## config.mk

```make
export PLATFORM = sky130hd
export DESIGN_NAME = btint_axis
export DESIGN_NICKNAME = d
export VERILOG_FILES = /design/src/hw/rtl/btint_pkg.sv /design/src/hw/rtl/btint_axis.sv
export SDC_FILE = /design/constraint.sdc
export NUM_CORES = 2
export LEC_CHECK = 0
export ABC_CLOCK_PERIOD_IN_PS = 8600
export BUFFER_PORTS_ARGS = -buffer_cell sky130_fd_sc_hd__buf_2
export CAP_MARGIN = 10
export CORE_UTILIZATION = 55
export DETAILED_ROUTE_END_ITERATION = 8
export GPL_TIMING_DRIVEN = 0
export PLACE_DENSITY = 0.8
export SYNTH_ARGS = -nofsm -noshare
export SYNTH_HDL_FRONTEND = slang
export SYNTH_SLANG_ARGS = --single-unit
```

## constraint.sdc

```tcl
create_clock -name clk -period 8.6 [get_ports clk]
set_input_delay 1.72 -clock clk [delete_from_list [all_inputs] [get_ports clk]]
set_output_delay 1.72 -clock clk [all_outputs]
set_load 0.02 [all_outputs]
```

## src/hw/rtl/btint_pkg.sv

```systemverilog
// ----------------------------------------------------------------------------
// btint_pkg
// Shared widths, register indexes, reset values and control bundles for the
// bilinear table interpolation core.
// ----------------------------------------------------------------------------
`default_nettype none

package btint_pkg;

    localparam int DATA_W      = 32;
    localparam int MAG_W       = 2 * DATA_W;
    localparam int ADDR_IN_W   = 8;
    localparam int COUNT_W     = 5;
    localparam int CFG_INDEX_W = 3;

    localparam int MAX_ROWS_DEF      = 16;
    localparam int MAX_COLUMNS_DEF   = 16;
    localparam int FRACTION_BITS_DEF = 16;

    // configuration register indexes
    localparam logic [CFG_INDEX_W-1:0] REG_FIRST_BASE      = 3'd0;
    localparam logic [CFG_INDEX_W-1:0] REG_FIRST_INV_STEP  = 3'd1;
    localparam logic [CFG_INDEX_W-1:0] REG_SECOND_BASE     = 3'd2;
    localparam logic [CFG_INDEX_W-1:0] REG_SECOND_INV_STEP = 3'd3;
    localparam logic [CFG_INDEX_W-1:0] REG_ROW_COUNT       = 3'd4;
    localparam logic [CFG_INDEX_W-1:0] REG_COLUMN_COUNT    = 3'd5;

    localparam logic [DATA_W-1:0]  BASE_RST     = 32'd0;
    localparam logic [DATA_W-1:0]  INV_STEP_RST = 32'd65536;
    localparam logic [COUNT_W-1:0] COUNT_RST    = 5'd16;

    // input item action codes
    localparam logic ACT_WRITE  = 1'b0;
    localparam logic ACT_LOOKUP = 1'b1;

    // stage enables for one axis position unit
    typedef struct packed {
        logic diff;
        logic mag;
        logic pos;
    } axis_en_t;

    // stage enables for one interpolation unit
    typedef struct packed {
        logic mul;
        logic sum;
    } lerp_en_t;

endpackage

`default_nettype wire

```

## src/hw/rtl/btint_axis.sv

```systemverilog
// ----------------------------------------------------------------------------
// btint_axis
// Three-stage axis position unit: offset from base, scale by the reciprocal
// step, then split into grid index and ratio with clamping at the edges.
// ----------------------------------------------------------------------------
`default_nettype none

module btint_axis #(
    parameter int FRACTION_BITS = btint_pkg::FRACTION_BITS_DEF,
    parameter int IDX_W         = $clog2(btint_pkg::MAX_ROWS_DEF)
) (
    input  logic                                clk,
    input  btint_pkg::axis_en_t                 en,
    input  logic signed [btint_pkg::DATA_W-1:0] coord,
    input  logic signed [btint_pkg::DATA_W-1:0] base,
    input  logic [btint_pkg::DATA_W-1:0]        inv_step,
    input  logic [IDX_W-1:0]                    limit,
    output logic [IDX_W-1:0]                    idx,
    output logic [FRACTION_BITS-1:0]            ratio
);

    import btint_pkg::*;

    localparam int DIFF_W = DATA_W + 1;
    localparam int GRID_W = MAG_W - 2 * FRACTION_BITS;

    logic signed [DIFF_W-1:0]  diff_next;
    logic signed [DIFF_W-1:0]  diff_reg;
    logic [MAG_W-1:0]          mag_next;
    logic [MAG_W-1:0]          mag_reg;
    logic [GRID_W-1:0]         grid;
    logic [IDX_W-1:0]          idx_next;
    logic [IDX_W-1:0]          idx_reg;
    logic [FRACTION_BITS-1:0]  ratio_next;
    logic [FRACTION_BITS-1:0]  ratio_reg;

    assign diff_next = DIFF_W'(coord) - DIFF_W'(base);

    // below the base: position zero
    assign mag_next = diff_reg[DIFF_W-1] ? '0
                    : MAG_W'(diff_reg[DATA_W-1:0]) * MAG_W'(inv_step);

    assign grid = mag_reg[MAG_W-1:2*FRACTION_BITS];

    always_comb
    begin
        if (grid >= GRID_W'(limit))
        begin
            idx_next   = limit;
            ratio_next = '0;
        end
        else
        begin
            idx_next   = IDX_W'(grid);
            ratio_next = mag_reg[2*FRACTION_BITS-1:FRACTION_BITS];
        end
    end

    always_ff @(posedge clk)
    begin
        if (en.diff)
        begin
            diff_reg <= diff_next;
        end
        if (en.mag)
        begin
            mag_reg <= mag_next;
        end
        if (en.pos)
        begin
            idx_reg   <= idx_next;
            ratio_reg <= ratio_next;
        end
    end

    assign idx   = idx_reg;
    assign ratio = ratio_reg;

endmodule

`default_nettype wire

```

==> results.sh <==
export IMPL_status="finished with violations"
export IMPL_failed_checks="negative setup slack"
export IMPL_synthDistinctLibCells=63
export IMPL_synth_edff_count=101
export IMPL_drc=0
export IMPL_grt_max_degree=49
export IMPL_clk_pin_slew_ns=0.08
export IMPL_worst_pin_slew_ns=1.415
export IMPL_synth_area_per_cell_um2=9.266
export IMPL_synth_flop_cell="edfxtp_1"
export IMPL_hold_class="reg -> reg"
export IMPL_grt_pass1_wl_um=205600
export IMPL_grt_overflow=0
export IMPL_antenna_found_initial=17
export IMPL_final_layout_size_suffix_gt1_share_pct=11.64
export IMPL_placed_area_mm2=0.04044
export IMPL_crit_slowest_cell="fa_2"
export IMPL_crit_path_max_fanout=10
export IMPL_endpoint_kind="flip-flop"
export IMPL_max_freq_ghz=0.1151
export IMPL_met2_length_um=63040
export IMPL_cts_tree="done"
export IMPL_fin_crit_sh_pct=101.0
export IMPL_cts_sinks=101
export IMPL_nNetsFinal=5674
export IMPL_drt_iter0_drc=2802
export IMPL_wl_per_cell_um=26.74
export IMPL_wl_met1_um=49890
export IMPL_async_flop_share_pct=0
export IMPL_largest_register_ffs=48
export IMPL_ctsHoldBuffers=0
export IMPL_setup_viol=16
export IMPL_fin_util_pct=62.67
export IMPL_die_h_um=267.1
export IMPL_io_buffers=123
export IMPL_die_w_um=267.1
export IMPL_synth_nets=5468
export IMPL_io_pins=124
export IMPL_yosysWarnings=0
export IMPL_finalInstanceArea_mm2=0.04328
export IMPL_hold_viol_final=0
export IMPL_yosys_top_cells_area="fa_1 46%, and2_1 10%, ha_1 9.6%"
export IMPL_synthCells=4172
export IMPL_yosysTopAreaCellShare_pct=46.40
export IMPL_syn_cell_area_mm2=0.03866
export IMPL_worstPathArrival_ns=8.83
export IMPL_yosysTopAreaCell="fa_1"
export IMPL_place_gp_congestion=1.075
export IMPL_insertion_delay_ns=0.40
export IMPL_cpMostUsedCell="fa_1"
export IMPL_relSlewSlack_pct=5.690
export IMPL_syn2layout_area_growth_pct=11.97
export IMPL_fin_ws_ns=-0.08707
export IMPL_path_class="in -> reg"
export IMPL_grt_pass1_vias=31702
export IMPL_drv_cap=0
export IMPL_whs_ns=0.5209
export IMPL_fin_skew_ns=0.02056
export IMPL_route_met3_wl_um=14830
export IMPL_start_util_pct=55.97
export IMPL_crit_path_start_kind="input pin"
export IMPL_dp_hpwl_um=115600
export IMPL_seq_area_frac_synth_pct=7.846
export IMPL_cp_data_required_time_ns=8.74
export IMPL_cts_buffers=9
export IMPL_slew_viol_final=0
export IMPL_post_route_min_period_ns=8.687
export IMPL_rsz0062_at_grt="yes"
export IMPL_top_layer="met5"
export IMPL_synth_most_common_cell="inv_1"
export IMPL_drtAntennaViolNets=0
export IMPL_core_mm2=0.06907
export IMPL_first_pass_iters=6
export IMPL_grt_use_total_pct=41.13
export IMPL_routed_wl_um=142500
export IMPL_die_area_mm2=0.07135
export IMPL_root_buffer="clkbuf_16"
export IMPL_slowest_delay_ns=0.71
export IMPL_viasPerCell=5.775
export IMPL_htreeDepth=3
export IMPL_num_vias=30770
export IMPL_synthTopCellsByCount="960 x inv_1, 896 x fa_1, 642 x and2_1"
export IMPL_cts_path_max_buffers=2
export IMPL_ys_ff_latch=101
export IMPL_row_count=96
==> cell type report <==
class / count / area, um2
Antenna cell: 14 / 35.03
Buffer: 214 / 1795
Clock buffer: 9 / 225.2
Clock inverter: 7 / 91.34
Fill cell: 5846 / 25780
Inverter: 960 / 3603
Multi-Input combinational cell: 2887 / 31870
Sequential cell: 101 / 3033
Tap cell: 931 / 1165
Timing Repair Buffer: 205 / 1469
==> routing by layer <==
| layer | track usage, % | up-vias |
|---|---|---|
| met5 | 0 | - |
| met4 | 35.06 | 8 |
| met3 | 9.709 | 578 |
| met2 | 61.80 | 1831 |
| met1 | 50.16 | 15578 |
| li1 | - | 12775 |
==> logic make-up (layout without fill, tap and decap cells) <==
kind of cell | count (synthesis) | in the layout | share of synthesized area (%)
simple gates | 1315 | 1315 | 17.67
fa+ha+maj | 1192 | 1192 | 55.98
buf+inv | 1184 | 1395 | 11.51
compound gates | 305 | 305 | 5.198
flops | 101 | 101 | 7.846
xor+xnor | 60 | 60 | 1.359
mux | 15 | 15 | 0.4369
other cells | 0 | 14 | 0
==> cells in the final DEF, fill, tap and decap left out, types with 77 or more instances in the layout <==
cell type / count
ha_1: 275
nand2_1: 462
edfxtp_1: 101
clkbuf_1: 121
buf_2: 109
fa_1: 845
buf_4: 87
a21oi_1: 77
and2_1: 628
nor2_1: 78
inv_1: 934
==> worst max-delay path, delay by kind of cell <==
kind | cells | cell delay [ns]
multiplexers | 1 | 0.33
AND/OR/NAND/NOR | 2 | 0.27
AO/OA/AOI/OAI | 7 | 1.47
buffers and inverters | 7 | 0.87
adder cells (fa/ha/maj) | 9 | 4.17
==> worst paths after layout <==
kind | start | end | slack [ns] | depth (start not counted)
setup / recovery | inv_step[9] | mag_reg[57]$_SDFFCE_PP0P_ | -0.09 | 26
hold / removal | mag_reg[19]$_SDFFCE_PP0P_ | ratio[3]$_SDFFCE_PN0P_ | 0.52 | 1
setup reg to reg | diff_reg[5]$_DFFE_PP_ | mag_reg[55]$_SDFFCE_PP0P_ | -0.07 | 21
hold reg to reg | mag_reg[19]$_SDFFCE_PP0P_ | ratio[3]$_SDFFCE_PN0P_ | 0.52 | 1
==> through the flow <==
stage	worst slack, ns	TNS, ns	cells
after floorplan	0.1149	0	4172
after global placement	-1.631	-46.21	5226
after detailed placement	-1.650	-46.58	5226
after CTS	0.002810	0	5283
after global routing	-0.1915	-2.293	5316
final	-0.08707	-0.9276	5328
==> repair_timing <==
| item | 4_1_cts | 5_1_grt |
|---|---|---|
| resized for setup | 336 | 220 |
| pin swaps | 78 | 137 |
| gates cloned | 0 | 1 |
| setup endpoints to repair | 41 | 28 |
| buffers inserted | 45 | 35 |
Power is not shown: default switching activity piles up to over one toggle a cycle in this logic, so the estimate is an artifact.
