## src/hw/rtl/btint_pkg.sv

```systemverilog
// ----------------------------------------------------------------------------
// btint_pkg
// Shared widths, register indexes, reset values and control bundles for the
// bilinear table interpolation core.
// ----------------------------------------------------------------------------
`default_nettype none

package btint_pkg;

    localparam int DATA_W      = 32;
    localparam int MAG_W       = 2 * DATA_W;
    localparam int ADDR_IN_W   = 8;
    localparam int COUNT_W     = 5;
    localparam int CFG_INDEX_W = 3;

    localparam int MAX_ROWS_DEF      = 16;
    localparam int MAX_COLUMNS_DEF   = 16;
    localparam int FRACTION_BITS_DEF = 16;

    // configuration register indexes
    localparam logic [CFG_INDEX_W-1:0] REG_FIRST_BASE      = 3'd0;
    localparam logic [CFG_INDEX_W-1:0] REG_FIRST_INV_STEP  = 3'd1;
    localparam logic [CFG_INDEX_W-1:0] REG_SECOND_BASE     = 3'd2;
    localparam logic [CFG_INDEX_W-1:0] REG_SECOND_INV_STEP = 3'd3;
    localparam logic [CFG_INDEX_W-1:0] REG_ROW_COUNT       = 3'd4;
    localparam logic [CFG_INDEX_W-1:0] REG_COLUMN_COUNT    = 3'd5;

    localparam logic [DATA_W-1:0]  BASE_RST     = 32'd0;
    localparam logic [DATA_W-1:0]  INV_STEP_RST = 32'd65536;
    localparam logic [COUNT_W-1:0] COUNT_RST    = 5'd16;

    // input item action codes
    localparam logic ACT_WRITE  = 1'b0;
    localparam logic ACT_LOOKUP = 1'b1;

    // stage enables for one axis position unit
    typedef struct packed {
        logic diff;
        logic mag;
        logic pos;
    } axis_en_t;

    // stage enables for one interpolation unit
    typedef struct packed {
        logic mul;
        logic sum;
    } lerp_en_t;

endpackage

`default_nettype wire

```

## src/hw/rtl/btint_lerp.sv

```systemverilog
// ----------------------------------------------------------------------------
// btint_lerp
// Two-stage linear interpolation: a + floor(ratio * (b - a) / 2^F).
// Multiply in the first stage, shift and add in the second.
// ----------------------------------------------------------------------------
`default_nettype none

module btint_lerp #(
    parameter int IN_W          = btint_pkg::DATA_W,
    parameter int FRACTION_BITS = btint_pkg::FRACTION_BITS_DEF
) (
    input  logic                     clk,
    input  btint_pkg::lerp_en_t      en,
    input  logic signed [IN_W-1:0]   a,
    input  logic signed [IN_W-1:0]   b,
    input  logic [FRACTION_BITS-1:0] ratio,
    output logic signed [IN_W:0]     result
);

    import btint_pkg::*;

    localparam int DIFF_W = IN_W + 1;
    localparam int PROD_W = DIFF_W + FRACTION_BITS + 1;

    logic signed [DIFF_W-1:0] diff;
    logic signed [PROD_W-1:0] prod_next;
    logic signed [PROD_W-1:0] prod_reg;
    logic signed [IN_W-1:0]   base_reg;
    logic signed [PROD_W-1:0] step;
    logic signed [IN_W:0]     sum_next;
    logic signed [IN_W:0]     sum_reg;

    assign diff      = DIFF_W'(b) - DIFF_W'(a);
    assign prod_next = PROD_W'(diff) * PROD_W'($signed({1'b0, ratio}));

    // arithmetic shift gives the floor; the step stays within b - a
    assign step     = prod_reg >>> FRACTION_BITS;
    assign sum_next = (IN_W + 1)'(base_reg) + (IN_W + 1)'(step);

    always_ff @(posedge clk)
    begin
        if (en.mul)
        begin
            prod_reg <= prod_next;
            base_reg <= a;
        end
        if (en.sum)
        begin
            sum_reg <= sum_next;
        end
    end

    assign result = sum_reg;

endmodule

`default_nettype wire

```

## config.mk

```make
export PLATFORM = sky130hd
export DESIGN_NAME = btint_lerp
export DESIGN_NICKNAME = d
export VERILOG_FILES = /design/src/hw/rtl/btint_pkg.sv /design/src/hw/rtl/btint_lerp.sv
export SDC_FILE = /design/constraint.sdc
export NUM_CORES = 1
export LEC_CHECK = 0
export BUFFER_PORTS_ARGS = -buffer_cell sky130_fd_sc_hd__buf_4
export CAP_MARGIN = 10
export CORE_ASPECT_RATIO = 0.7
export CORE_MARGIN = 2
export CORE_UTILIZATION = 32
export DETAILED_ROUTE_END_ITERATION = 7
export PLACE_DENSITY = 0.59
export REMOVE_ABC_BUFFERS = 1
export SYNTH_ARGS = -nofsm -noshare
export SYNTH_HDL_FRONTEND = slang
export SYNTH_SLANG_ARGS = --single-unit
```

## constraint.sdc

```tcl
create_clock -name clk -period 7.79 [get_ports clk]
set_clock_uncertainty 0.2 [all_clocks]
set_input_delay 0.3895 -clock clk [delete_from_list [all_inputs] [get_ports clk]]
set_output_delay 0.3895 -clock clk [all_outputs]
set_load 0.05 [all_outputs]
```

==> reports/results.ini, run 1 <==
[clocking]
clk_path_buf_depth = 2
cts_buffers = 9
hold_buffers = 0
clk_pin_slew_worst_paths_ns = 0.07
cts_tree = yes
h-tree-depth = 3
cts_root_buf = clkbuf_16
cts_sinks = 98
insertion_delay_ns = 0.36

[drt]
first_pass_iters = 5
viasPerCell = 4.608
wirelength_um = 70170
wire_per_inst_um = 17.46
dr.first_iter.drc_count = 1264
route.detailed.drc = 0
vias = 18514
antenna_left = 0

[timing]
finalCritPeriodShare_pct = 106.7
drv_slew = 0
setup_viol = 23
min_period_ns = 8.315
tightest_slew_ns = 0.8103
relSlewSlack_pct = 45.98
setup_ws_ns = -0.5247
rsz0062_at_grt = true
fmax_mhz = 120.3
final_hold_viol_count = 0

[die]
die_area_um2 = 77880
row_count = 84
pin_count = 116
core_area_um2 = 74940
die_h_um = 234.1
start_util_pct = 32.29
die_x_um = 332.7

[setup_path]
crit_path_max_fanout = 6
path_class = in -> reg
crit_path_end_kind = flip-flop
r2r_setup_slack_ns = 4.26
cp.required_ns = 7.70
cp.arrival_ns = 8.22
cp_slowest_cell = fa_2
cp_common_cell = fa_1
startpoint_type = input pin
cpPeakStageDelay_ns = 0.59
crit-reg2reg-launch = base_reg[6]
reg2reg_to = result[31]
r2r_cells = 10
crit_path_start = b[0]
endpoint = prod_reg[48]

[final_layout]
postLayoutCoreUtil_pct = 40.80
layout.nets = 3779
drive_gt1_share_pct = 24.70
final_cells = 4018
mostFrequentLayoutCell = inv_1
syn_to_final_growth_pct = 26.33
layout_common_cells = inv_1 (611), buf_4 (465), fa_1 (455)

[synth]
synth-seq-cells = 98
ys_warn_count = 0
synth_cells = 2589
yosysSeqAreaShare_pct = 12.16
syn_avg_cell_area_um2 = 9.348
yosysUniqueCellTypes = 73
synth-edff-count = 98
async_reset_ff_share_pct = 0
synth-main-ff-cell = edfxtp_1
netlist_area_um2 = 24200

[grt]
grt_usage_pct = 18.31
grt_max_degree = 66
grt-ovfl-total = 0
grt_first_pass_wirelength_um = 110900
grt_pass1_vias = 19477
antenna_found_initial = 4

[run_status]
failed_checks = setup timing
status = complete, but fails checks

[min_path]
holdCritPathClass = in -> reg

[place]
routabilityCongestion = 0.9151
port_buffers = 115
dpl.cell_count = 3958
place_hpwl_um = 56210

[flow_run]
maxCapViolCount = 0

==> cell families after synthesis <==
family,synth area share (%)
AOI/OAI and AO/OA,6.959
xor gates and xnor gates,3.867
adders and majority gates,50.09
buffers and inverters,11.81
DFF,12.16
muxes,0.04136
and+or+nand+nor,15.07
==> what timing repair did <==
action	CTS	global route
gates cloned	1	0
setup buffers	31	20
pin swaps	95	126
endpoints found under the setup margin	28	31
gates resized for setup	136	156
endpoints found under the hold margin	0	0
==> worst min path at each step <==
stage,cells after the start,to,start,slack [ns]
floorplan,0,base_reg[0],a[0],0.29
global placement,1,result[0],base_reg[0],0.33
detailed placement,1,result[0],prod_reg[16],0.35
CTS,1,base_reg[16],a[16],0.007
global route,1,base_reg[16],a[16],0.02
finish,1,base_reg[16],a[16],0.02
==> routing by layer <==
metal | GRT usage (%) | share of wire, %
met2 | 27.00 | 42
met4 | 3.168 | 1.2
met5 | 0 | 0.048
met3 | 3.903 | 8.3
met1 | 27.71 | 49
==> final cells by class <==
| cell class | instances | area, um^2 |
|---|---|---|
| Clock buffer | 11 | 232.7 |
| Inverter | 641 | 2409 |
| Fill cell | 7297 | 44370 |
| Timing Repair Buffer | 511 | 4159 |
| Multi-Input combinational cell | 1762 | 19550 |
| Clock inverter | 5 | 38.79 |
| Sequential cell | 98 | 2943 |
| Antenna cell | 1 | 2.502 |
| Tap cell | 989 | 1237 |
==> cells in the mapped netlist, drive strengths merged (3+ instances only) <==
master / n / area [um^2]
nor3b: 3 / 22.52
nor3: 14 / 70.07
and4: 5 / 43.79
clkbuf: 69 / 322.8
fa: 493 / 9869
o21a: 18 / 135.1
buf: 14 / 82.58
a21oi: 76 / 384.1
a211oi: 8 / 65.06
nor2: 63 / 236.5
a2111oi: 3 / 26.28
or2: 5 / 31.28
nand4: 6 / 37.54
a211o: 3 / 26.28
o21bai: 11 / 82.58
o211ai: 9 / 67.56
nand3: 22 / 110.1
o31ai: 4 / 45.05
a21o: 38 / 285.3
inv: 641 / 2406
dlygate4sd3: 3 / 30.03
a31oi: 9 / 56.30
nand2b: 15 / 93.84
xor2: 33 / 296.5
a311oi: 4 / 35.03
and3: 15 / 93.84
o22ai: 4 / 25.02
o21ai: 50 / 254.0
edfxtp: 98 / 2943
nand2: 292 / 1096
xnor2: 73 / 639.4
nor2b: 33 / 206.5
and2: 238 / 1498
ha: 180 / 2252
a31o: 3 / 26.28
==> worst max-delay path: cells and delay by family <==
kind | cells | cell delay, ns
AND/OR/NAND/NOR | 6 | 0.89
AO/OA/AOI/OAI | 9 | 2.13
buffers and inverters | 9 | 0.74
adder cells (fa/ha/maj) | 9 | 3.74
XOR/XNOR | 2 | 0.33
==> through the flow <==
step | cell area (um^2) | hold slack, ns | worst slack (ns) | setup TNS, ns
floorplan | 23750 | 0.2884 | -0.8389 | -8.690
global placement | 28660 | 0.3306 | -1.433 | -24.37
detailed placement | 28660 | 0.3503 | -1.687 | -28.46
CTS | 29760 | 0.007369 | -0.5977 | -4.332
global route | 30570 | 0.01505 | -0.7530 | -12.02
finish | 30570 | 0.02286 | -0.5247 | -5.743
Power of run 1 is not shown: default switching activity piles up to over one toggle a cycle in this logic, so the estimate is an artifact.
==> run 2: changes to the inputs <==
Settings changed: CELL_PAD_IN_SITES_DETAIL_PLACEMENT set to 0, CELL_PAD_IN_SITES_GLOBAL_PLACEMENT set to 1, PLACE_DENSITY 0.59 to 0.69.
==> run 2 against run 1 <==
  * The run still ends with setup timing left
  * Maximum frequency fell by 0.48%
  * Setup slack worse by 0.040 ns
  * First-iteration DRC count decreased by 11%
  * Highest routed layer unchanged
==> reports/results.ini, run 2 (synthesized netlist as in run 1, its figures left out) <==
[run_status]
status = complete, but fails checks
failed_checks = setup timing

[grt]
grt_first_pass_wirelength_um = 111100
grt_usage_pct = 18.48
grt-ovfl-total = 0
antenna_found_initial = 4
grt_max_degree = 66
grt_pass1_vias = 19263

[timing]
setup_ws_ns = -0.5650
relSlewSlack_pct = 44.24
tightest_slew_ns = 0.8365
fin_tns_setup_ns = -7.592
min_period_ns = 8.355
setup_viol = 24
finalCritPeriodShare_pct = 107.3
final_hold_viol_count = 0
rsz0062_at_grt = true
drv_slew = 0
fmax_mhz = 119.7

[die]
die_h_um = 234.1
die_x_um = 332.7
core_area_um2 = 74940
pin_count = 116
start_util_pct = 32.29
row_count = 84
die_area_um2 = 77880

[place]
port_buffers = 115
place_hpwl_um = 56890
dpl.cell_count = 3954
routabilityCongestion = 0.8845

[setup_path]
cp_slowest_cell = or4_4
cpPeakStageDelay_ns = 0.64
endpoint = prod_reg[47]
crit_path_end_kind = flip-flop
crit_path_start = a[0]
crit-reg2reg-launch = base_reg[0]
reg2reg_to = result[32]
startpoint_type = input pin
r2r_setup_slack_ns = 4.25
cp.arrival_ns = 8.27
path_class = in -> reg
cp.required_ns = 7.70
crit_path_max_fanout = 5
r2r_cells = 12

[clocking]
h-tree-depth = 3
cts_buffers = 9
insertion_delay_ns = 0.36
hold_buffers = 0
cts_tree = yes
cts_root_buf = clkbuf_16
clk_pin_slew_worst_paths_ns = 0.07
cts_sinks = 98
clk_path_buf_depth = 2

[final_layout]
drive_gt1_share_pct = 24.48
fillers = 7501
mostFrequentLayoutCell = inv_1
multi_input_area_um2 = 19450
final_cells = 4029
postLayoutCoreUtil_pct = 40.70
regArea_um2 = 2943
syn_to_final_growth_pct = 26.02
layout_common_cells = inv_1 (615), buf_4 (477), fa_1 (464)
layout.nets = 3790

[drt]
wire_per_inst_um = 17.68
route.detailed.drc = 0
antenna_left = 0
wirelength_um = 71230
viasPerCell = 4.577
dr.first_iter.drc_count = 1125
first_pass_iters = 5
vias = 18442

[min_path]
holdCritPathClass = in -> reg

[flow_run]
maxCapViolCount = 0

[run 2: final cells by class]
type / count / area share [%]
antenna: 1 / 0.008205
sequential: 98 / 9.649
multi-input combinational: 1763 / 63.79
inverter: 641 / 7.897
clock buffer: 9 / 0.7385
timing repair buffer: 521 / 13.55
clock inverter: 7 / 0.3036
tap: 989 / 4.057
[run 2: metrics by stage]
stage	hold WS (ns)	setup slack, ns	area [um^2]
6_report	0.01968	-0.5650	30500
5_1_grt	0.008372	-0.8214	30500
4_1_cts	0.005186	-0.5681	29640
3_5_place_dp	0.3492	-1.470	28540
3_3_place_gp	0.3309	-1.344	28540
2_1_floorplan	0.2884	-0.8389	23750
[run 2: how the worst min path moves through the flow]
stage                 start      endpoint  slack (ns)  depth (start not counted)
6_report              a[30]  base_reg[30]        0.02                          1
4_1_cts               a[30]  base_reg[30]       0.005                          1
3_3_place_gp   prod_reg[16]     result[0]        0.33                          1
5_1_grt               a[30]  base_reg[30]       0.008                          1
2_1_floorplan          a[0]   base_reg[0]        0.29                          0
3_5_place_dp   prod_reg[16]     result[0]        0.35                          1
[run 2: routing by layer]
metal / up-vias / track usage (%) / wire (um)
met5: - / 0 / 46
met4: 8 / 2.273 / 749
met3: 44 / 3.597 / 5210
met2: 513 / 26.81 / 28960
met1: 9180 / 28.88 / 36260
li1: 8697 / - / -
[run 2: worst max-delay path, delay by kind of cell]
kind	cells	cell delay (ns)
adders and majority gates	9	3.70
AOI/OAI and AO/OA	9	1.82
and+or+nand+nor	8	1.59
buffers and inverters	7	0.68
xor gates and xnor gates	1	0.07
[run 2: timing repair]
item	in CTS	in global routing
pin swaps	65	120
buffers inserted	37	31
setup endpoints to repair	29	32
gates resized for setup	127	161
gates cloned	2	1
Power of run 2 is left out for the same reason.
